--- src/rtl/core/tem_fifo.sv ---
`timescale 1ns / 1ps
// ============================================================================
// tem_fifo
// Small register queue with the head shown while not empty. DEPTH must be a
// power of two.
// ============================================================================
module tem_fifo #(
  parameter int WIDTH = 8,
  parameter int DEPTH = 4
) (
  input  logic             clk,
  input  logic             rst_n,
  input  logic             push,
  input  logic [WIDTH-1:0] push_data,
  input  logic             pop,
  output logic [WIDTH-1:0] pop_data,
  output logic             full,
  output logic             empty
);

  localparam int PW = (DEPTH > 1) ? $clog2(DEPTH) : 1;
  localparam int CW = $clog2(DEPTH + 1);

  logic [WIDTH-1:0] mem_r [DEPTH];
  logic [PW-1:0]    wp_r, rp_r;
  logic [CW-1:0]    cnt_r;
  logic             do_push, do_pop;

  assign full     = (cnt_r == CW'(DEPTH));
  assign empty    = (cnt_r == '0);
  assign do_push  = push && !full;
  assign do_pop   = pop && !empty;
  assign pop_data = mem_r[rp_r];

  // Store the incoming beat
  always_ff @(posedge clk) begin
    if (do_push) begin
      mem_r[wp_r] <= push_data;
    end
  end

  // Advance pointers and count
  always_ff @(posedge clk) begin
    if (!rst_n) begin
      wp_r  <= '0;
      rp_r  <= '0;
      cnt_r <= '0;
    end else begin
      if (do_push) begin
        wp_r <= wp_r + PW'(1);
      end
      if (do_pop) begin
        rp_r <= rp_r + PW'(1);
      end
      if (do_push && !do_pop) begin
        cnt_r <= cnt_r + CW'(1);
      end else if (do_pop && !do_push) begin
        cnt_r <= cnt_r - CW'(1);
      end
    end
  end

endmodule

--- config.mk ---
export PLATFORM = sky130hd
export DESIGN_NAME = tem_fifo
export DESIGN_NICKNAME = d
export VERILOG_FILES = /design/src/rtl/core/tem_fifo.sv
export SDC_FILE = /design/constraint.sdc
export NUM_CORES = 1
export LEC_CHECK = 0
export BUFFER_PORTS_ARGS = -buffer_cell sky130_fd_sc_hd__buf_4
export CORE_AREA = 2 2 77 79
export CTS_BUF_LIST = sky130_fd_sc_hd__clkbuf_4
export CTS_CLUSTER_SIZE = 20
export DETAILED_ROUTE_END_ITERATION = 8
export DIE_AREA = 0 0 79 81
export PLACE_DENSITY = 0.46
export SETUP_SLACK_MARGIN = 0.2
export SYNTH_ARGS = -nofsm -noshare
export SYNTH_HDL_FRONTEND = slang
export SYNTH_SLANG_ARGS = --single-unit
--- constraint.sdc ---
create_clock -name clk -period 3.85 [get_ports clk]
set_clock_uncertainty 0.2 [all_clocks]
set_input_delay 0.385 -clock clk [delete_from_list [all_inputs] [get_ports clk]]
set_output_delay 0.385 -clock clk [all_outputs]
set_load 0.01 [all_outputs]
; ---- Yosys cells after proc, flatten, opt, wreduce, memory -nomap -nowiden
; Memories as Yosys holds them, arrays and structs flattened. A register that Yosys moved wholly into a read port is not among the register bits.
; Cells that the tools add are included.
[totals]
input_bits = 12
n_memories = 1
mem_bits_rw = 32
register_bits = 7
word_cells = 25
out_inout_bits = 10
[mem_list]
columns = memory, words, word_bits, read_ports, rd_clocked_by_memory_dff, write_ports, line_no
row1 = mem_r, 4, 8, 1, 1, 1, 24  ; logic [WIDTH-1:0] mem_r [DEPTH];
[classes]
reduce_logical = 10
add_sub_neg = 4
mux = 6
n_eq_ne = 1
[ops]
columns = op, count
row1 = 2-to-1 mux 3 bit, 2
row2 = adder 2 x 1 -> 2 bit (second input constant), 2
row3 = logical AND 1 bit, 4
row4 = logical NOT 1 bit, 4
row5 = 2-to-1 mux 2 bit, 2
row6 = adder 3 x 1 -> 3 bit (second input constant), 1
row7 = == test 3 bit (second input constant), 1
row8 = logical NOT 3 bit, 1
row9 = subtractor 3 x 1 -> 3 bit (second input constant), 1
row10 = 2-to-1 mux 1 bit, 2
row11 = nonzero test 2 bit, 1

; ---- Logic depth before layout (Yosys ltp)
; Gate-level depths: netlist of run 1.
[logic_depth]
word_depth = 7
depth_mapped = 9

; ---- Least setup slack after synthesis of run 1
; OpenSTA, ideal clock, no wires.
[synth_path]
path_type = register -> register
startpoint = reg cnt_r[0]
endpoint = reg cnt_r[2]
setup_slack_ps = 1614
path_stages_with_launch = 10
path_buffers = 1
setup_ps = 70
required_time_ps = 3580
arrival_ps = 1966
cell_sequence = dfxtp_1 > nor3b_2 > nor2b_1 > buf_6 > ha_1 > inv_1 > fa_1 > xor2_1 > or3_1 > a21boi_1
[synth_via]
elab_chain_cells = 6
word_cells_on_any_way = 15
cone_classes = 2 x add/sub / 1 x eq/ne / 2 x mux / 10 x reduce/logical
[synth_rtl]
columns = item, line_no
row1 = from (decl), 26  ; logic [CW-1:0] cnt_r;
row2 = from (signal assigned), 56  ; cnt_r <= cnt_r + CW'(1);
row3 = from (signal assigned), 58  ; cnt_r <= cnt_r - CW'(1);
row4 = == test 3 bit (*), 29  ; assign full = (cnt_r == CW'(DEPTH));
row5 = net full, 17  ; output logic full,
row6 = logical NOT 1 bit (*), 31  ; assign do_push = push && !full;
row7 = logical AND 1 bit (*), 31
row8 = net do_push, 27  ; logic do_push, do_pop;
row9 = logical NOT 1 bit, 57  ; end else if (do_pop && !do_push) begin
row10 = logical AND 1 bit, 57
row11 = nonzero test 2 bit (no line), --
; Mark *: on every way through the listed nets, which the timed path passes. The rest lies on a longest branch. The select of a mux whose other input is x is not followed.
; A chain may end at the register's enable or synchronous reset.

; ---- Worst setup path in the final report of run 1
[layout_path]
startpoint = reg cnt_r[0]
endpoint = reg cnt_r[2]
[layout_via]
elab_chain_cells = 6
word_cells_on_any_way = 15
cone_classes = 2 x add/sub / 1 x eq/ne / 2 x mux / 10 x reduce/logical
[layout_rtl]
columns = item
row1 = "parallel branches: the longest is 6 deep, another holds subtractor 3 x 1 -> 3 bit"
; Parallel ways; which one is timed is not known. The select of a mux whose other input is x is not followed.

==> results of run 1 <==
-- report_power, final --
| group | switching [mW] | internal [mW] |
|---|---|---|
| Sequential | 0.0666 | 0.544 |
| Combinational | 0.133 | 0.192 |
| Clock | 0.131 | 0.0941 |
-- cell type report --
cell class | count | area [µm²] | share of cell area, %
clock buffers | 8 | 60.06 | 3.117
inverters | 3 | 11.26 | 0.5844
multi-input cells | 42 | 462.9 | 24.03
flip-flops and latches | 41 | 1141 | 59.22
well taps | 75 | 93.84 | 4.870
repair buffers | 21 | 157.7 | 8.182
-- kinds of logic after synthesis --
group / count (synthesis) / share of synthesized area [%]
AO/OA/AOI/OAI: 4 / 2.061
XOR/XNOR: 4 / 2.138
adder cells (fa/ha/maj): 6 / 5.038
buffers and inverters: 7 / 2.137
flip-flops: 41 / 69.62
multiplexers: 11 / 12.82
AND/OR/NAND/NOR: 17 / 6.183
-- state kept, by name (all words and copies together), names as in the netlist, named ones only --
register / flops
wp_r: 2
cnt_r: 3
rp_r: 2
mem_r: 32
-- Yosys cell counts, drive strengths merged --
library cell / count
fa: 1
and2: 8
nor3b: 1
xor2: 1
a21boi: 1
ha: 5
clkbuf: 1
o31ai: 1
o21ai: 1
dfxtp: 9
or3: 1
o311ai: 1
xnor2: 3
mux4: 8
nand2: 4
nor3: 1
edfxtp: 32
inv: 3
mux2i: 3
nor2b: 2
buf: 3
-- metal layers --
metal  vias to the layer above  share of wire (%)  GRT usage, %
met1                       390                 45         11.21
met4                         0                2.2         4.655
met5                         -                  0             0
li1                        385                  -             -
met2                        20                 47         15.25
met3                         6                5.8         3.667
-- path summary, 6_finish.rpt --
path	from	to	slack, ns	depth (start not counted)
max	cnt_r[0]	cnt_r[2]	1.30	8
max reg2reg	cnt_r[0]	cnt_r[2]	1.30	8
min	push_data[5]	mem_r[1][5]	0.04	1
min reg2reg	wp_r[1]	wp_r[1]	0.31	2
-- stage by stage --
| stage | utilization [%] | instances |
|---|---|---|
| 6_report | 33.95 | 190 |
| 5_1_grt | 33.95 | 190 |
| 4_1_cts | 33.95 | 190 |
| 3_5_place_dp | 32.89 | 182 |
| 3_3_place_gp | 32.89 | 182 |
| 2_1_floorplan | - | 90 |
-- cell usage in the layout, fill, tap and decap left out --
cell      instances
o311ai_1          1
a21boi_1          1
ha_1              5
nor3_1            1
nand2_1           4
nor3b_2           1
or3_1             1
mux4_2            8
inv_1             3
nor2b_1           2
and2_1            8
o21ai_0           1
xor2_1            1
fa_1              1
mux2i_1           3
o31ai_2           1
dfxtp_1           9
clkbuf_4          8
edfxtp_1         32
buf_4            21
xnor2_1           3
-- critical path: stages (launching register included) --
cell      delay, ns
dfxtp_1        0.50
nor3b_2        0.09
nor2b_1        0.40
ha_1           0.27
inv_1          0.06
fa_1           0.37
xor2_1         0.16
or3_1          0.30
a21boi_1       0.14
==> run metrics, run 1 <==
FP Rows 28; Mean Syn Cell Area 18.21 µm²; H-tree depth 2; core area 5675 µm²; DR vias/cell 4.216; Yosys cell types 23; Lkg Pwr 0.6799 nW; worst vdd ir 0.2249 mV; Fin Setup TNS 0 ns; post-synthesis sequential area ratio 69.62%; routed wire length per instance 13.79 µm; # diodes 0; power consumption 1.160 mW; final hold slack around 0.040 ns; crit path DAT between 2 and 3 ns; RSZ-0062 raised after global routing false; global-route wire length before repair about 4300 µm; WL final 2620 µm; Max Cap Viol 0; Final nets 132; critical path startpoint category flip-flop; port buffer count 21; status finished, final reports clean; Final Cycle Share about two thirds; WP data required just under 4 ns; Yosys reg bits 41; cell count after synthesis 90; GRT Residual Overflow 0; layout cells sized above 1 33.91%; Clk pin slew, worst setup/hold paths ~0.11 ns; Synth top area share 58.63%; die width between 70 and 80 µm; Die Ht 81 µm; cts bufs inserted 5; Ys Warns 0; Clock Root Buffer clkbuf_4; Post-Syn Area between 1500 and 2000 µm²; CTS Hold Buffers Added 0; Total Routing Usage GR 9.495%; Yosys top cell by area edfxtp_1; final hold viol count 0; Setup Fix Bufs, Post-CTS 0; initial antenna violation count 0; DP HPWL ~1800 µm; minimum clock period 2.547 ns; final setup fails 0; Relative slew margins between 60% and 70%; Final Max Tran Viols 0; drc violations 0; vias 801; Hold Crit Class primary input to flip-flop; Syn-to-layout area delta 17.56%; Post-DRT Antenna Nets 0; clk_lat worst skew 0.34 ns; drt pass-1 iters 3; syn nets 108; Initial DRC Count 30; Initial Util 28.88%; Max Clk Rate 392.6 MHz; DIE AREA 6399 µm²; post-cts gate resize count 0; TritonCTS Sinks 41; placed cell areas 1867 µm²; power per cell area about 600 nW/µm²; Setup WS post-layout 1.303 ns; CTS tree done; final-layout fill cell count around 570; CP Max Fanout 7; number of global-route vias before repair 851; Synth area leaders edfxtp_1, dfxtp_1, mux4_2; Post-Layout Inst Area 1927 µm²; largest net degree at the start of global routing 12; worst slack at placement 1.255 ns; worst slew pin tran 0.5858 ns; GPL Wtd Cong 0.7492; Worst setup EP type flip-flop; I/O pin cnt 22; WS Path Type flip-flop to flip-flop; Longest Clk Path Bufs 2
Power figures use the tool's default switching activity.
==> run 2, diff against run 1 <==
--- a/config.mk
+++ b/config.mk
@@ -5,12 +5,13 @@
 export SDC_FILE = /design/constraint.sdc
 export NUM_CORES = 1
 export LEC_CHECK = 0
+export ABC_AREA = 1
 export BUFFER_PORTS_ARGS = -buffer_cell sky130_fd_sc_hd__buf_4
-export CORE_AREA = 2 2 77 79
+export CORE_AREA = 2 2 78 80
 export CTS_BUF_LIST = sky130_fd_sc_hd__clkbuf_4
 export CTS_CLUSTER_SIZE = 20
 export DETAILED_ROUTE_END_ITERATION = 8
-export DIE_AREA = 0 0 79 81
+export DIE_AREA = 0 0 80 82
 export PLACE_DENSITY = 0.46
 export SETUP_SLACK_MARGIN = 0.2
 export SYNTH_ARGS = -nofsm -noshare
==> constraint.sdc (replaced) <==
create_clock -name clk -period 2.7 [get_ports clk]
set_clock_uncertainty 0.2 [all_clocks]
set_input_delay 0.27 -clock clk [delete_from_list [all_inputs] [get_ports clk]]
set_output_delay 0.27 -clock clk [all_outputs]
set_load 0.01 [all_outputs]
==> run 2 against run 1 <==
Compared with the run above: power up 47%; core utilization up 2.6 points; sequential power up 36%; worst hold slack worse by 0.0042 ns; global-route usage up 2.4 points; register-to-register slack worse by 0.68 ns; flip-flop and latch count unchanged; worst setup slack worse by 0.71 ns; routed wire length up 32%; clock-buffer cell count down 1; largest cell class unchanged.
==> run metrics, run 2 <==
synth cell count leaders edfxtp_1, nor2_1, inv_1 (was edfxtp_1, dfxtp_1, and2_1, mux4_2, ha_1); # diodes 0 (unchanged); Switching Share 33.27% (was 28.47%); cell count after synthesis 146 (was 90); Setup Fix Bufs, Post-CTS 0 (unchanged); number of global-route vias before repair 1263 (was 851); cts bufs inserted 5 (unchanged); syn nets 164 (was 108); routed wire length per instance 13.19 µm (was 13.79 µm); sequential power share 48.6% (was 52.6%); RSZ-0062 raised after global routing false (unchanged); die width 80 µm (was 79 µm); Initial Util 29.33% (was 28.88%); post-route core utilization 36.52% (was 33.95%); minimum clock period 2.102 ns; power per cell area 815.5 nW/µm² (was 602.1 nW/µm²); DR vias/cell 4.450 (was 4.216); Syn-to-layout area delta 24.50% (was 17.56%); final setup fails 0 (unchanged); Largest register FFs 32 (unchanged); core area 5746 µm² (was 5675 µm²); met3 routed WL 150 µm (was 152 µm); Worst Path Buf+Inv 2 (was 1); Yosys top cell by area edfxtp_1 (unchanged); critical path startpoint category flip-flop (unchanged); Synth Flop Type edfxtp_1 (unchanged); number of synthesized flops with an enable pin 32 (unchanged); Hold Crit Class primary input to flip-flop (unchanged); CTS tree done (unchanged); slowest CP cell dfxtp_1 (unchanged); final hold viol count 0 (unchanged); Max Clk Rate 475.6 MHz; worst slew pin tran 0.4174 ns (was 0.5858 ns); global-route wire length before repair 5720 µm (was 4319 µm); I/O pin cnt 22 (unchanged); Worst setup EP type output port (was flip-flop); drt pass-1 iters 4 (was 3); WL final 3456 µm (was 2620 µm); met1 wire length 1508 µm (was 1181 µm); Final Max Tran Viols 0 (unchanged); crit path DAT 1.63 ns (was 2.62 ns); Clock Root Buffer clkbuf_4 (unchanged); DIE AREA 6560 µm² (was 6399 µm²); most frequent cells in the layout edfxtp_1, nor2_1, buf_4 (was edfxtp_1, buf_4, dfxtp_1); ys async rst share 0% (unchanged); Mean Syn Cell Area 11.54 µm² (was 18.21 µm²); Logic pwr share 34.2% (was 28.0%); metal2 WL 1720 µm (was 1228 µm); port buffer count 21 (unchanged); Pint 1.142 mW (was 0.8299 mW); Total Routing Usage GR 11.86% (was 9.495%); Ys Warns 0 (unchanged); WP data required 2.23 ns (was 3.93 ns); count leader, synth edfxtp_1 (unchanged); Net Switching 0.5693 mW (was 0.3303 mW); commonest non-fill, non-tap cell in the layout edfxtp_1 (unchanged); GRT Residual Overflow 0 (unchanged); Synth area leaders edfxtp_1, dfxtp_1, nor2_1 (was edfxtp_1, dfxtp_1, mux4_2); TritonCTS Sinks 41 (unchanged); vias 1166 (was 801); worst vdd ir 0.3080 mV (was 0.2249 mV); status finished, final reports clean (unchanged); Final Cycle Share between 70 and 80%; Clk pin slew, worst setup/hold paths 0.11 ns (about the same); post-synthesis sequential area ratio 67.71% (was 69.62%); Yosys cell types 18 (was 23); CTS Hold Buffers Added 9 (was 0); Lkg Pwr 0.8268 nW (was 0.6799 nW); placed cell areas 1952 µm² (was 1867 µm²); FP Rows 28 (unchanged); Post-DRT Antenna Nets 0 (unchanged); Relative slew margins 72.14% (was 60.89%); max incr delay on CP 0.59 ns (was 0.50 ns); Setup WS post-layout 0.5976 ns (was 1.303 ns); Die Ht 82 µm (was 81 µm); DP HPWL 2387 µm (was 1794 µm); Synth top area share 57.02% (was 58.63%); critical path's top delay family flip-flops (was simple AND/OR/NAND/NOR gates); CP Max Fanout 9 (was 7); Initial DRC Count 72 (was 30); Yosys reg bits 41 (unchanged); Final nets 204 (was 132); Post-Layout Inst Area 2098 µm² (was 1927 µm²); Post-Syn Area 1685 µm² (was 1639 µm²); Biggest register mem_r (unchanged); DR top layer met4 (unchanged); initial antenna violation count 0 (unchanged); largest net degree at the start of global routing 17 (was 12); WS Path Type flip-flop to output port (was flip-flop to flip-flop); Longest Clk Path Bufs 2 (unchanged); GPL Wtd Cong 0.7726 (was 0.7492); top flop regs mem_r x32, cnt_r x3 (unchanged); post-cts gate resize count 0 (unchanged); worst slack at placement 0.6299 ns (was 1.255 ns); drc violations 0 (unchanged); clk_lat worst skew 0.33 ns (was 0.34 ns); layout cells sized above 1 20.86% (was 33.91%); Critical Path, Cell by Cell inv_1 > o21ai_0 > o22ai_1 > buf_4 (was nor3b_2 > nor2b_1 > ha_1 > inv_1 > fa_1 > xor2_1 > or3_1 > a21boi_1); H-tree depth 2 (unchanged); Clock power frac 17.2% (was 19.4%); Fin Setup TNS 0 ns (unchanged); Max Cap Viol 0 (unchanged)
[run 2: cell types whose count changed after synthesis, moves of 4 or more]
cell and delta:
nand3_1 +4, nor2_1 +30, inv_1 +14, o21ai_0 +12
and2_1 -8, o22ai_1 +8, nand2_1 +9, mux4_2 -8
[run 2: final timing paths]
check	from	end	slack, ns	cells after the start
worst max-delay path	flip-flop	pop_data[3]	0.60	4
worst min-delay path	push	wp_r[0]	0.04	4
worst max register to register	cnt_r[0]	cnt_r[2]	0.62	13
worst min register to register	rp_r[1]	rp_r[1]	0.32	2
[run 2: metal layers]
layer,global-route usage [%],vias to the layer above
li1,-,575
met1,12.94,554
met2,21.50,27
met3,3.736,10
met4,4.576,0
met5,0,-
[run 2: worst register-to-register path, stage by stage (launching register included)]
cell and delay, ns:
dfxtp_1 0.41, nor2_1 0.08, nand2_1 0.15, nand2_2 0.10, inv_1 0.11, ha_1 0.18, inv_1 0.07, fa_1 0.38
inv_1 0.07, nand2_1 0.04, nand3_1 0.08, nand2_1 0.06, nand2_1 0.05, nor2_1 0.03
[run 2: stage by stage]
step	power, mW	cells	hold slack (ns)
finish	1.711	262	0.03632
global route	1.840	262	0.02234
CTS	1.741	262	0.01076
detailed placement	1.432	245	0.2754
global placement	1.398	245	0.2692
floorplan	1.189	146	0.1689
[run 2: area by class of cell]
class / instances / area (µm²)
repair buffers: 35 / 285.3
clock buffers: 7 / 52.55
multi-input cells: 85 / 454.2
flip-flops and latches: 41 / 1141
clock inverters: 1 / 3.754
fillers: 596 / 3647
well taps: 75 / 93.84
inverters: 18 / 67.56
[run 2: power by group through the flow]
stage / Combinational (mW) / Sequential [mW] / Clock [mW]
after floorplan: 0.358 / 0.831 / 0
after global placement: 0.558 / 0.840 / 0
after detailed placement: 0.586 / 0.846 / 0
after CTS: 0.598 / 0.832 / 0.311
after global routing: 0.664 / 0.845 / 0.331
final: 0.586 / 0.831 / 0.294
[run 2: logic make-up after synthesis]
logic type,after synthesis,share of synthesized area (%)
AOI/OAI and AO/OA,28,9.577
xor gates and xnor gates,1,0.5198
adders and majority gates,6,4.900
buffers and inverters,20,5.345
DFF,41,67.71
and+or+nand+nor,50,11.95
